File: src/design/swinging_door_segment_compressor_assert.svh
// assertion macros for the swinging door segment compressor
`ifndef SWINGING_DOOR_SEGMENT_COMPRESSOR_ASSERT_SVH
`define SWINGING_DOOR_SEGMENT_COMPRESSOR_ASSERT_SVH

// implication checked at every clock edge outside reset
`define SDSC_ASSERT_IMP(label, ante, cons, msg) \
    label: assert property (@(posedge i_clk) disable iff (!i_rst_n) (ante) |-> (cons)) \
        else $error(msg);

// implication whose consequent is checked in the cycle after the antecedent
`define SDSC_ASSERT_NEXT(label, ante, cons, msg) \
    label: assert property (@(posedge i_clk) disable iff (!i_rst_n) (ante) |=> (cons)) \
        else $error(msg);

`endif

File: src/design/sdsc_pkg.sv
// ---------------------------------------------------------------------------
// sdsc_pkg
// shared types and constants of the swinging door segment compressor
// ---------------------------------------------------------------------------
package sdsc_pkg;

    localparam int MAX_SEGMENT_LENGTH = 256;
    localparam int QDEPTH = 2;

    localparam logic [1:0] REG_ERR_TOL  = 2'd0;
    localparam logic [1:0] REG_SLOPE_LO = 2'd1;
    localparam logic [1:0] REG_SLOPE_HI = 2'd2;

    localparam logic KIND_SAMPLE = 1'b0;
    localparam logic KIND_FLUSH  = 1'b1;

    typedef struct packed {
        logic               kind;
        logic signed [15:0] sample;
    } t_item;

    typedef struct packed {
        logic signed [15:0] start;
        logic signed [31:0] slope;
        logic [7:0]         length;
    } t_result;

    typedef struct packed {
        logic [15:0]        err_tol;
        logic signed [31:0] slope_lo;
        logic signed [31:0] slope_hi;
    } t_cfg;

endpackage

File: src/design/sdsc_front.sv
// ---------------------------------------------------------------------------
// sdsc_front
// accepts input words into a short queue towards the segment engine
// ---------------------------------------------------------------------------
module sdsc_front (
    input  logic                 i_clk,
    input  logic                 i_rst_n,
    input  logic                 i_valid,
    output logic                 o_ready,
    input  sdsc_pkg::t_item      i_item,
    output logic                 o_q_valid,
    input  logic                 i_q_pop,
    output sdsc_pkg::t_item      o_q_item
);
    import sdsc_pkg::*;

    t_item      r_mem [QDEPTH];
    logic       r_wp, n_wp, r_rp, n_rp;
    logic [1:0] r_cnt, n_cnt;
    logic       push, pop;

    assign o_ready   = (r_cnt != 2'(QDEPTH));
    assign push      = i_valid && o_ready;
    assign pop       = i_q_pop && o_q_valid;
    assign o_q_valid = (r_cnt != 2'd0);
    assign o_q_item  = r_mem[r_rp];

    always_comb begin
        n_wp  = push ? ~r_wp : r_wp;
        n_rp  = pop ? ~r_rp : r_rp;
        n_cnt = r_cnt + {1'b0, push} - {1'b0, pop};
    end

    always_ff @(posedge i_clk) begin
        if (!i_rst_n) begin
            r_wp  <= 1'b0;
            r_rp  <= 1'b0;
            r_cnt <= 2'd0;
        end else begin
            r_wp  <= n_wp;
            r_rp  <= n_rp;
            r_cnt <= n_cnt;
        end
    end

    always_ff @(posedge i_clk) begin
        if (push) begin
            r_mem[r_wp] <= i_item;
        end
    end

endmodule

File: src/design/sdsc_divider.sv
// ---------------------------------------------------------------------------
// sdsc_divider
// restoring divider, signed 34-bit numerator by unsigned 8-bit length
// ---------------------------------------------------------------------------
module sdsc_divider (
    input  logic                i_clk,
    input  logic                i_rst_n,
    input  logic                i_start,
    input  logic signed [33:0]  i_num,
    input  logic [7:0]          i_den,
    output logic                o_done,
    output logic signed [34:0]  o_quot
);

    logic [33:0] r_q, n_q;
    logic [7:0]  r_rem, n_rem;
    logic [7:0]  r_den;
    logic        r_neg;
    logic [5:0]  r_cnt, n_cnt;
    logic        r_busy, n_busy;
    logic        r_fin;
    logic [8:0]  trial;
    logic [33:0] mag;

    assign mag   = i_num[33] ? 34'(-i_num) : i_num;
    assign trial = {r_rem, r_q[33]} - {1'b0, r_den};

    always_comb begin
        n_q    = r_q;
        n_rem  = r_rem;
        n_cnt  = r_cnt;
        n_busy = r_busy;
        if (i_start) begin
            n_q    = mag;
            n_rem  = 8'd0;
            n_cnt  = 6'd34;
            n_busy = 1'b1;
        end else if (r_busy) begin
            if (!trial[8]) begin
                n_rem = trial[7:0];
                n_q   = {r_q[32:0], 1'b1};
            end else begin
                n_rem = {r_rem[6:0], r_q[33]};
                n_q   = {r_q[32:0], 1'b0};
            end
            n_cnt = r_cnt - 6'd1;
            if (r_cnt == 6'd1) begin
                n_busy = 1'b0;
            end
        end
    end

    always_ff @(posedge i_clk) begin
        if (!i_rst_n) begin
            r_busy <= 1'b0;
            r_cnt  <= 6'd0;
            r_fin  <= 1'b0;
        end else begin
            r_busy <= n_busy;
            r_cnt  <= n_cnt;
            // quotient is ready in the same cycle as busy falls
            r_fin  <= r_busy && (r_cnt == 6'd1) && !i_start;
        end
    end

    always_ff @(posedge i_clk) begin
        r_q   <= n_q;
        r_rem <= n_rem;
        if (i_start) begin
            r_den <= i_den;
            r_neg <= i_num[33];
        end
    end

    assign o_done = r_fin;
    assign o_quot = r_neg ? -$signed({1'b0, r_q}) : $signed({1'b0, r_q});

endmodule

File: src/design/sdsc_back.sv
// ---------------------------------------------------------------------------
// sdsc_back
// segment engine: bound narrowing over a shared serial divider
// ---------------------------------------------------------------------------
module sdsc_back (
    input  logic                i_clk,
    input  logic                i_rst_n,
    input  logic                i_q_valid,
    output logic                o_q_pop,
    input  sdsc_pkg::t_item     i_q_item,
    input  sdsc_pkg::t_cfg      i_cfg,
    output logic                o_valid,
    input  logic                i_ready,
    output sdsc_pkg::t_result   o_res,
    output logic                o_idle
);
    import sdsc_pkg::*;

    typedef enum logic [4:0] {
        S_IDLE  = 5'b00001,
        S_RAW   = 5'b00010,
        S_UP    = 5'b00100,
        S_DOWN  = 5'b01000,
        S_EMIT  = 5'b10000
    } t_state;

    t_state r_st, n_st;
    logic signed [15:0] r_start;
    logic signed [31:0] r_floor, r_ceil;
    logic [7:0]         r_len;
    logic signed [15:0] r_smp;
    logic signed [34:0] r_upq;
    logic               r_ovld;
    t_result            r_out;
    logic               r_busy_d;

    logic               div_start, div_done;
    logic signed [33:0] div_num;
    logic signed [34:0] div_q;
    logic signed [16:0] diff;
    logic signed [17:0] derr;
    logic               limit_hit;
    logic signed [32:0] msum;
    logic               can_emit;
    logic               start_raw, do_close, do_open, extend;
    logic signed [31:0] new_floor, new_ceil;

    sdsc_divider u_div (
        .i_clk   (i_clk),
        .i_rst_n (i_rst_n),
        .i_start (div_start),
        .i_num   (div_num),
        .i_den   (r_len),
        .o_done  (div_done),
        .o_quot  (div_q)
    );

    assign diff = 17'(r_smp) - 17'(r_start);
    assign limit_hit = (32'(r_len) + 32'd1 >= 32'(MAX_SEGMENT_LENGTH)) || (r_len == 8'd255);
    assign msum = 33'(r_floor) + 33'(r_ceil);
    assign o_valid = r_ovld;
    assign o_res   = r_out;
    assign o_idle  = (r_st == S_IDLE) && !r_ovld;

    always_comb begin
        derr = 18'(diff);
        unique case (r_st)
            S_UP:    derr = 18'(diff) - 18'($signed({1'b0, i_cfg.err_tol}));
            S_DOWN:  derr = 18'(diff) + 18'($signed({1'b0, i_cfg.err_tol}));
            default: derr = 18'(diff);
        endcase
        // numerator times 2^14, kept signed
        div_num = 34'($signed({derr, 14'd0}));
    end

    assign can_emit = !r_ovld || i_ready;
    assign o_q_pop  = (r_st == S_IDLE) && i_q_valid && can_emit;

    always_comb begin
        n_st = r_st;
        div_start = 1'b0;
        do_close = 1'b0;
        do_open = 1'b0;
        start_raw = 1'b0;
        unique case (r_st)
            S_IDLE: begin
                if (o_q_pop) begin
                    if (i_q_item.kind == KIND_FLUSH) begin
                        do_close = (r_len != 8'd0);
                    end else if (r_len == 8'd0) begin
                        do_open = 1'b1;
                    end else if (limit_hit) begin
                        do_close = 1'b1;
                        do_open = 1'b1;
                    end else begin
                        start_raw = 1'b1;
                        n_st = S_RAW;
                    end
                end
            end
            S_RAW: begin
                div_start = !r_busy_d;
                if (div_done) begin
                    if (div_q < 35'(i_cfg.slope_lo) || div_q > 35'(i_cfg.slope_hi)) begin
                        n_st = S_EMIT;
                    end else begin
                        n_st = S_UP;
                    end
                end
            end
            S_UP: begin
                div_start = !r_busy_d;
                if (div_done) begin
                    n_st = S_DOWN;
                end
            end
            S_DOWN: begin
                div_start = !r_busy_d;
                if (div_done) begin
                    if (r_upq > 35'(r_ceil) || div_q < 35'(r_floor)) begin
                        n_st = S_EMIT;
                    end else begin
                        n_st = S_IDLE;
                    end
                end
            end
            S_EMIT: begin
                if (can_emit) begin
                    do_close = 1'b1;
                    do_open = 1'b1;
                    n_st = S_IDLE;
                end
            end
            default: n_st = S_IDLE;
        endcase
    end

    // divider launch tracking: one launch per divide state
    always_ff @(posedge i_clk) begin
        if (!i_rst_n) begin
            r_busy_d <= 1'b0;
        end else if (div_done) begin
            r_busy_d <= 1'b0;
        end else if (div_start) begin
            r_busy_d <= 1'b1;
        end
    end

    assign extend    = (r_st == S_DOWN) && div_done && (n_st == S_IDLE);
    assign new_floor = (r_upq > 35'(r_floor)) ? r_upq[31:0] : r_floor;
    assign new_ceil  = (div_q < 35'(r_ceil)) ? div_q[31:0] : r_ceil;

    always_ff @(posedge i_clk) begin
        if (!i_rst_n) begin
            r_st   <= S_IDLE;
            r_len  <= 8'd0;
            r_ovld <= 1'b0;
            r_start <= 16'sd0;
            r_floor <= 32'sh8000_0000;
            r_ceil  <= 32'sh7fff_ffff;
        end else begin
            r_st <= n_st;
            if (do_close) begin
                r_ovld <= 1'b1;
            end else if (r_ovld && i_ready) begin
                r_ovld <= 1'b0;
            end
            if (start_raw) begin
                r_smp <= i_q_item.sample;
            end
            if (r_st == S_UP && div_done) begin
                r_upq <= div_q;
            end
            if (do_close) begin
                r_out.start  <= r_start;
                r_out.slope  <= msum[32:1] + 32'(msum[32] & msum[0]);
                r_out.length <= r_len;
            end
            if (do_open) begin
                r_start <= (r_st == S_EMIT) ? r_smp : i_q_item.sample;
            end
            if (do_open) begin
                r_floor <= i_cfg.slope_lo;
                r_ceil  <= i_cfg.slope_hi;
            end else if (extend) begin
                r_floor <= new_floor;
                r_ceil  <= new_ceil;
            end
            if (do_open) begin
                r_len <= 8'd1;
            end else if (do_close) begin
                r_len <= 8'd0;
            end else if (extend) begin
                r_len <= r_len + 8'd1;
            end
        end
    end

endmodule

File: src/design/swinging_door_segment_compressor.sv
// ---------------------------------------------------------------------------
// swinging_door_segment_compressor
// lossy piecewise-linear compressor of a sample stream
// ---------------------------------------------------------------------------
// channel  direction  handshake            payload
// in       input      i_valid / o_ready    i_kind, i_sample
// out      output     o_valid / i_ready    o_segment_start/slope/length
// cfg      input      i_cfg_valid / o_cfg_ready  i_cfg_index, i_cfg_data
//
// a sample that extends a segment runs three divides (launch, restoring steps
// over the 34-bit magnitude, done) on the one shared serial divider; the band
// check closes the segment after the third, an out-of-range raw slope after
// the first; opening, the length limit and a flush need no divide; a result
// waiting on i_ready holds the next pop; a two-word queue keeps input flowing;
// synchronous active-low reset empties the queue and drops the segment
// ---------------------------------------------------------------------------
module swinging_door_segment_compressor (
    input  logic         i_clk,
    input  logic         i_rst_n,
    input  logic         i_valid,
    output logic         o_ready,
    input  logic         i_kind,
    input  logic [15:0]  i_sample,
    output logic         o_valid,
    input  logic         i_ready,
    output logic [15:0]  o_segment_start,
    output logic [31:0]  o_segment_slope,
    output logic [7:0]   o_segment_length,
    input  logic         i_cfg_valid,
    output logic         o_cfg_ready,
    input  logic [1:0]   i_cfg_index,
    input  logic [31:0]  i_cfg_data
);
    import sdsc_pkg::*;
    `include "swinging_door_segment_compressor_assert.svh"

    t_cfg    r_cfg;
    t_item   q_item, in_item;
    t_result res;
    logic    q_valid, q_pop, idle;

    assign in_item.kind   = i_kind;
    assign in_item.sample = i_sample;
    assign o_cfg_ready    = 1'b1;

    always_ff @(posedge i_clk) begin
        if (!i_rst_n) begin
            r_cfg.err_tol  <= 16'd0;
            r_cfg.slope_lo <= 32'sh8000_0000;
            r_cfg.slope_hi <= 32'sh7fff_ffff;
        end else if (i_cfg_valid) begin
            unique case (i_cfg_index)
                REG_ERR_TOL:  r_cfg.err_tol  <= i_cfg_data[15:0];
                REG_SLOPE_LO: r_cfg.slope_lo <= i_cfg_data;
                REG_SLOPE_HI: r_cfg.slope_hi <= i_cfg_data;
                default: ;
            endcase
        end
    end

    sdsc_front u_front (
        .i_clk     (i_clk),
        .i_rst_n   (i_rst_n),
        .i_valid   (i_valid),
        .o_ready   (o_ready),
        .i_item    (in_item),
        .o_q_valid (q_valid),
        .i_q_pop   (q_pop),
        .o_q_item  (q_item)
    );

    sdsc_back u_back (
        .i_clk     (i_clk),
        .i_rst_n   (i_rst_n),
        .i_q_valid (q_valid),
        .o_q_pop   (q_pop),
        .i_q_item  (q_item),
        .i_cfg     (r_cfg),
        .o_valid   (o_valid),
        .i_ready   (i_ready),
        .o_res     (res),
        .o_idle    (idle)
    );

    assign o_segment_start  = res.start;
    assign o_segment_slope  = res.slope;
    assign o_segment_length = res.length;

    `SDSC_ASSERT_IMP(a_len_nonzero, o_valid, o_segment_length != 8'd0, "zero length segment")
    `SDSC_ASSERT_NEXT(a_hold, o_valid && !i_ready, o_valid && $stable(o_segment_slope), "result dropped")
    `SDSC_ASSERT_IMP(a_pop_valid, q_pop, q_valid, "pop from empty queue")
    `SDSC_ASSERT_IMP(a_cfg_quiet, i_cfg_valid, idle && !q_valid, "config write while busy")

endmodule
File: config.mk
export PLATFORM = sky130hd
export DESIGN_NAME = swinging_door_segment_compressor
export DESIGN_NICKNAME = d
export VERILOG_FILES = /design/src/design/sdsc_pkg.sv /design/src/design/sdsc_front.sv /design/src/design/sdsc_divider.sv /design/src/design/sdsc_back.sv /design/src/design/swinging_door_segment_compressor.sv
export VERILOG_INCLUDE_DIRS = /design/src /design/src/design
export SDC_FILE = /design/constraint.sdc
export NUM_CORES = 1
export LEC_CHECK = 0
export BUFFER_PORTS_ARGS = -buffer_cell sky130_fd_sc_hd__buf_4
export CORE_MARGIN = 2
export CORE_UTILIZATION = 50
export CTS_CLUSTER_DIAMETER = 120
export DETAILED_ROUTE_END_ITERATION = 10
export PLACE_DENSITY_LB_ADDON = 0.3
export SYNTH_ARGS = -nofsm -noshare
export SYNTH_HDL_FRONTEND = slang
export SYNTH_SLANG_ARGS = --single-unit
File: constraint.sdc
create_clock -name i_clk -period 6.4 [get_ports i_clk]
set_input_delay 0.96 -clock i_clk [delete_from_list [all_inputs] [get_ports i_clk]]
set_output_delay 0.96 -clock i_clk [all_outputs]
set_load 0.01 [all_outputs]
### Yosys cells after proc, flatten, opt, wreduce, memory -nomap -nowiden

Memory sizes are Yosys's and may differ from the RTL's. A register that Yosys moved wholly into a read port is not among the register bits.
Index checks and enable logic that the tools add are counted.

| cells by class | value |
|---|---|
| add/sub/neg operators | 13 |
| $lt $le $gt $ge | 7 |
| eq/ne operators | 11 |
| mux-type cells | 55 |
| bitwise logic cells | 4 |
| reduce and logical (&&, ||, !) cells | 39 |

Operators by type and width:

| kind | count |
|---|---|
| two-way mux 32 bit | 6 |
| greater-than comparator 35 x 32 -> 1 bit | 3 |
| less-than comparator 35 x 32 -> 1 bit | 3 |
| two-way mux 34 bit | 3 |
| two-way mux 5 bit | 10 |
| case mux 18 bit (2 select lines) | 1 |
| two-way mux 35 bit | 1 |
| negator 34 -> 35 bit | 1 |
| negator 32 -> 34 bit | 1 |
| adder 32 x 32 -> 33 bit | 1 |
| adder 32 bit | 1 |
| >= comparator 32 x 9 -> 1 bit (second input constant) | 1 |
| two-way mux 1 bit | 27 |
| case mux 5 bit (5 select lines) | 1 |
| adder 17 x 17 -> 18 bit | 1 |
| subtractor 17 x 17 -> 18 bit | 1 |
| subtractor 16 x 16 -> 17 bit | 1 |
| two-way mux 16 bit | 1 |
| AND reduction 2 bit | 8 |
| two-way mux 6 bit | 2 |
| nonzero test 2 bit | 6 |
| equality test 5 x 1 -> 1 bit (second input constant) | 2 |
| logical AND 1 bit | 10 |
| adder 8 x 1 -> 9 bit (second input constant) | 1 |
| 26 further kinds | 36 |

| storage, ports and cells | value |
|---|---|
| register bits after elaboration | 345 |
| memory bits (writable) | 34 |
| bits of input ports | 56 |
| output and inout bits | 59 |
| word-level logic and storage cells | 157 |
| memories kept | 1 |

Memory list:

| memory | words | bits a word | read ports | clocked after memory_dff | write ports | RTL line | RTL |
|---|---|---|---|---|---|---|---|
| u_front.r_mem | 2 | 17 | 1 | 1 | 1 | sdsc_front.sv:17 | `t_item r_mem [QDEPTH];` |

### Longest topological paths before layout

| logic depth | value |
|---|---|
| depth after elaboration | 13 |
| depth in mapped cells | 22 |
| mapped depth without buffers | 21 |

### Hierarchy

Synthesis repeated with hierarchy kept, for this count alone.

| second synthesis, totals | value |
|---|---|
| cells, all modules | 2,795 |
| area, all modules | 26,312.7 um^2 |

Modules (own cells, without submodules):

| module | instances | cells an instance | area an instance (um^2) | sequential area each (um^2) |
|---|---|---|---|---|
| sdsc_back | 1 | 1,900 | 17,057.6 | 5,114.9 |
| sdsc_divider | 1 | 476 | 4,275.4 | 1,611.5 |
| swinging_door_segment_compressor | 1 | 342 | 3,463.3 | 1,601.5 |
| sdsc_front | 1 | 77 | 1,516.5 | 1,121.1 |

### Worst setup path before layout

OpenSTA, ideal clock, no wires.

| timing | value |
|---|---|
| path kind | register to register |
| start point | register u_back.u_div.r_q[8] |
| end point | register u_back.r_ceil[10] |
| library setup time | 122 ps |
| data arrival time | 5,400 ps |
| required time | 6,278 ps |
| setup slack | 878 ps |
| stages on the path, launching flop included | 22 |
| path buffers | 1 |
| period minus slack after synthesis | 5,522 ps |
| cells stage by stage | edfxtp_1 > or4_4 > nor4_4 > nand2b_2 > nor4_4 > nand2b_2 > or4_4 > or4_4 > o41ai_1 > xnor2_1 > ha_1 > a21o_1 > a21o_1 > a21oi_1 > o21ai_0 > mux2i_1 > a21oi_1 > nor4b_4 > o211a_4 > nor2_1 > buf_2 > a221o_1 |

| between the ends | value |
|---|---|
| longest elaborated chain between the ends | 11 |
| elaborated cells between the ends (all ways) | 21 |
| those cells by class | add/sub (1); order compare (4); eq/ne (1); mux (9); reduce/logical (6) |

RTL lines:

| element | RTL line | RTL |
|---|---|---|
| from (decl) | sdsc_divider.sv:15 | `logic [33:0] r_q, n_q;` |
| from (signal assigned) | sdsc_divider.sv:67 | `r_q <= n_q;` |
| negator 34 -> 35 bit (*) | sdsc_divider.sv:76 | `assign o_quot = r_neg ? -$signed({1'b0, r_q}) : $signed({1'b0, r_q});` |
| two-way mux 35 bit (*) | sdsc_divider.sv:76 |  |
| named net u_back.div_q[32] | sdsc_back.sv:39 | `logic signed [34:0] div_q;` |
| less-than comparator 35 x 32 -> 1 bit, or another cell as far along | sdsc_back.sv:120 | `if (r_upq > 35'(r_ceil) \|\| div_q < 35'(r_floor)) begin` |
| logical OR 1 bit (on tied branches) | sdsc_back.sv:120, sdsc_back.sv:104 |  |
| two-way mux 5 bit (on tied branches) | sdsc_back.sv:120, sdsc_back.sv:104 |  |
| two-way mux 5 bit (on tied branches) | sdsc_back.sv:119, sdsc_back.sv:103 |  |
| case mux 5 bit (5 select lines) | sdsc_back.sv:85 | `unique case (r_st)` |
| equality test 5 x 1 -> 1 bit | sdsc_back.sv:149 | `assign extend = (r_st == S_DOWN) && div_done && (n_st == S_IDLE);` |
| logical AND 1 bit | sdsc_back.sv:149 |  |
| nonzero test 2 bit (no line) | -- |  |
| AND reduction 2 bit (no line) (*) | -- |  |
| to (signal assigned) | sdsc_back.sv:184 | `r_ceil <= i_cfg.slope_hi;` |
| to (signal assigned) | sdsc_back.sv:187 | `r_ceil <= new_ceil;` |
| to (decl) | sdsc_back.sv:29 | `logic signed [31:0] r_floor, r_ceil;` |

The timed path passes the listed nets; every way through them passes the cells marked *. The select of a mux whose other input is x is not followed.
A chain may end at the register's enable or synchronous reset.

### Final worst setup path

| timing | value |
|---|---|
| start point | register u_back.u_div.r_q[8] |
| end point | register u_back.r_floor[13] |

| between the ends | value |
|---|---|
| longest elaborated chain between the ends | 11 |
| elaborated cells between the ends (all ways) | 16 |
| those cells by class | add/sub (1); order compare (3); eq/ne (1); mux (6); reduce/logical (5) |

RTL lines:

| element | RTL line | RTL |
|---|---|---|
| negator 34 -> 35 bit (*) | sdsc_divider.sv:76 |  |
| two-way mux 35 bit (*) | sdsc_divider.sv:76 |  |
| named net u_back.div_q[32] | sdsc_back.sv:39 |  |
| less-than comparator 35 x 32 -> 1 bit, or another cell as far along | sdsc_back.sv:120 |  |
| logical OR 1 bit (on tied branches) | sdsc_back.sv:120, sdsc_back.sv:104 |  |
| two-way mux 5 bit (on tied branches) | sdsc_back.sv:120, sdsc_back.sv:104 |  |
| two-way mux 5 bit (on tied branches) | sdsc_back.sv:119, sdsc_back.sv:103 |  |
| case mux 5 bit (5 select lines) (*) | sdsc_back.sv:85 |  |
| equality test 5 x 1 -> 1 bit (*) | sdsc_back.sv:149 |  |
| logical AND 1 bit (*) | sdsc_back.sv:149 |  |
| nonzero test 2 bit (no line) (*) | -- |  |
| AND reduction 2 bit (no line) (*) | -- |  |
| to (signal assigned) | sdsc_back.sv:183 | `r_floor <= i_cfg.slope_lo;` |
| to (signal assigned) | sdsc_back.sv:186 | `r_floor <= new_floor;` |
| to (decl) | sdsc_back.sv:29 |  |

The timed path passes the listed nets; every way through them passes the cells marked *.

==> impl_metrics.tcl <==
set metrics [dict create \
    drt_iter0_markers 1636 \
    cp-start-kind "register" \
    clk_latency_ns 0.59 \
    finalWorstSetupSlack_ns 0.462 \
    cts_setup_buffers 0 \
    cts_root_buffer "clkbuf_16" \
    drt_wl_total_um 68400 \
    cp.required_ns 6.84 \
    synthArstFlopShare_pct 0 \
    syn_area_um2 25000 \
    grt_pass1_vias 19336 \
    tightest_slew_ns 1.14 \
    placed_cell_area_um2 26500 \
    wl_per_cell_um 19.8 \
    clk_path_buf_depth 3 \
    p_per_area_nw_per_um2 421 \
    grt.overflow.total 0 \
    final_core_util_pct 56.9 \
    htree_levels 2 \
    ant_nets 0 \
    die_x_um 227 \
    syn-mean-instance-area_um2 9.39 \
    hold_start "u_back.r_start[1]$_SDFFE_PN0P_" \
    slew_headroom_pct 23.3 \
    cp-end-kind "register" \
    crit_fanout 31 \
    final_cell_mix "ha_1 (291), nand2_1 (281), dfxtp_1 (196)" \
    synthCells 2657 \
    irDropWorstVdd_mv 0.296 \
    total_power_mw 11.8 \
    synth_nets 3008 \
    max_freq_mhz 168 \
    ys_ff_latch 380 \
    instances_no_fill 3453 \
    path_class "reg2reg" \
    maxSlewViolCount 0 \
    grtUsageTotal_pct 26.3 \
    cts_sinks 380 \
    status "finished clean" \
    crit_start "u_back.u_div.r_q[8]$_SDFFCE_PP0P_" \
    hold_path_class "reg2reg" \
    fin_crit_ns 5.94 \
    ios 115 \
    yosysWarnings 0 \
    fin_area_um2 28000 \
    rsz0062_at_grt "no" \
    clock-skew-final_ns 0.0190 \
    r2r-start "u_back.u_div.r_q[8]$_SDFFCE_PP0P_" \
    critPathArrivalTime_ns 6.38 \
    routed_via_density 5.88 \
    die_y_um 227 \
    initial_core_util_pct 50.8 \
    nets 3105 \
    cts_tree "built" \
    synth_edf_count 184 \
    syn_to_final_growth_pct 12.1 \
    cts-buffers-inserted 44 \
    final_common_cell "ha_1" \
    setup_viol 0 \
    die-area_um2 51700 \
    firstDrtPassIters 5 \
    antenna_found_initial 0 \
    drive_above_1_share_pct 10.0 \
    core_um2 49200 \
    synth-seq-area-share_pct 37.9 \
    dp.cells 3372 \
    tns_ns 0 \
    rows 81 \
    pre_cts_slack_ns 0.427 \
    grt_max_degree 68 \
    hold_viol 0 \
    vias 20316 \
    finalCritPeriodShare_pct 92.8 \
    io_buffers 113 \
    synth_cell_type_count 83 \
    gp_congestion 0.946 \
    grt_pass1_wl_um 106000 \
    hold_ws_ns 0.468 \
    dp_hpwl_um 52700 \
    path_clk_slew_ns 0.06 \
    drc 0 \
    drv_cap 0 \
    synth_ff_type "dfxtp_1" \
    insertedDiodeCount 0 \
    leakage_nw 11.7 \
]
worst paths after layout:
kind	end	slack [ns]	cells past startpoint
setup reg to reg	u_back.r_floor[13]$_SDFFE_PN0P_	0.46	21
setup / recovery	u_back.r_floor[13]$_SDFFE_PN0P_	0.46	21
hold reg to reg	u_back.o_res[41]$_DFFE_PP_	0.47	0
hold / removal	u_back.o_res[41]$_DFFE_PP_	0.47	0
state kept, by name, indices dropped and copies added, names as in the netlist, 2 cells and up, named ones only:
name,count
r_cfg,80
u_back.o_res,56
u_back.r_upq,35
u_back.u_div.r_q,34
u_front.r_mem,34
u_back.r_ceil,32
u_back.r_floor,32
u_back.r_smp,16
u_back.r_start,16
u_back.r_len,8
u_back.u_div.r_den,8
u_back.u_div.r_rem,8
u_back.u_div.r_cnt,6
u_back.r_st,5
u_front.r_cnt,2
Yosys cell counts, types with 16 or more instances:
master	number	area, um2
and3_1	16	100
nand2b_1	21	131
nand3_1	42	210
xnor2_1	110	963
a21oi_1	165	826
a21boi_0	58	435
clkbuf_1	84	315
a21o_1	92	691
nand2_1	281	1050
nor3_1	35	175
and2_1	31	194
a221o_1	33	330
dfxtp_1	196	3920
o21ai_0	190	951
mux2_2	23	259
ha_1	291	3640
nor2_1	108	405
o211ai_1	47	353
a211oi_1	18	135
inv_1	192	721
nand4_1	53	332
edfxtp_1	184	5530
o31ai_1	25	188
xor2_1	49	429
o21a_1	19	143
mux2i_1	61	611
nor2b_1	32	200
critical path: stages, from the launching register on:
cell	delay (ns)
edfxtp_1	0.45
or4_4	0.61
nor4_4	0.18
nand2b_2	0.13
nor4_4	0.19
nand2b_2	0.12
or4_4	0.44
or4_4	0.53
o41ai_2	0.33
xnor2_2	0.22
ha_1	0.31
a21o_1	0.18
a21o_1	0.17
a21oi_1	0.16
o21ai_0	0.16
mux2i_1	0.15
a21oi_1	0.24
nor4b_4	0.33
a21boi_4	0.25
buf_12	0.25
mux2i_1	0.24
a21oi_1	0.09
report_power, final:
group          switching (mW)  internal (mW)
clock network            1.07           1.42
registers               0.291           3.01
logic                    3.48           2.50
kinds of logic (layout without fill, tap and decap cells):
kind of cell | Yosys count | count (layout) | synth area share, %
buffers and inverters | 293 | 425 | 4.55
muxes | 84 | 84 | 3.48
other | 1 | 1 | 0.0150
and+or+nand+nor | 715 | 715 | 14.4
DFF | 380 | 380 | 37.9
adders and majority gates | 295 | 295 | 14.9
AOI/OAI and AO/OA | 729 | 729 | 19.2
xor gates and xnor gates | 160 | 160 | 5.67
area by class of cell:
cell class                 instances  area [um2]
tap                              664         831
sequential                       380        9450
timing repair buffer             152        1150
clock inverter                    26         228
multi-input combinational       1984       14400
fill                            4274       21200
inverter                         192         721
clock buffer                      55        1190
per-layer routing:
layer	global-route usage (%)	vias up	routed length, um
li1	-	9899	-
met1	35.0	9719	30100
met2	44.0	577	32100
met3	2.99	121	3790
met4	10.1	0	2360
met5	0	-	0
what timing repair did:
item                       CTS  global route
setup endpoints to repair    0             3
gates resized for setup      0             2
hold buffers                 0             0
(Power assumes the default switching activity.)
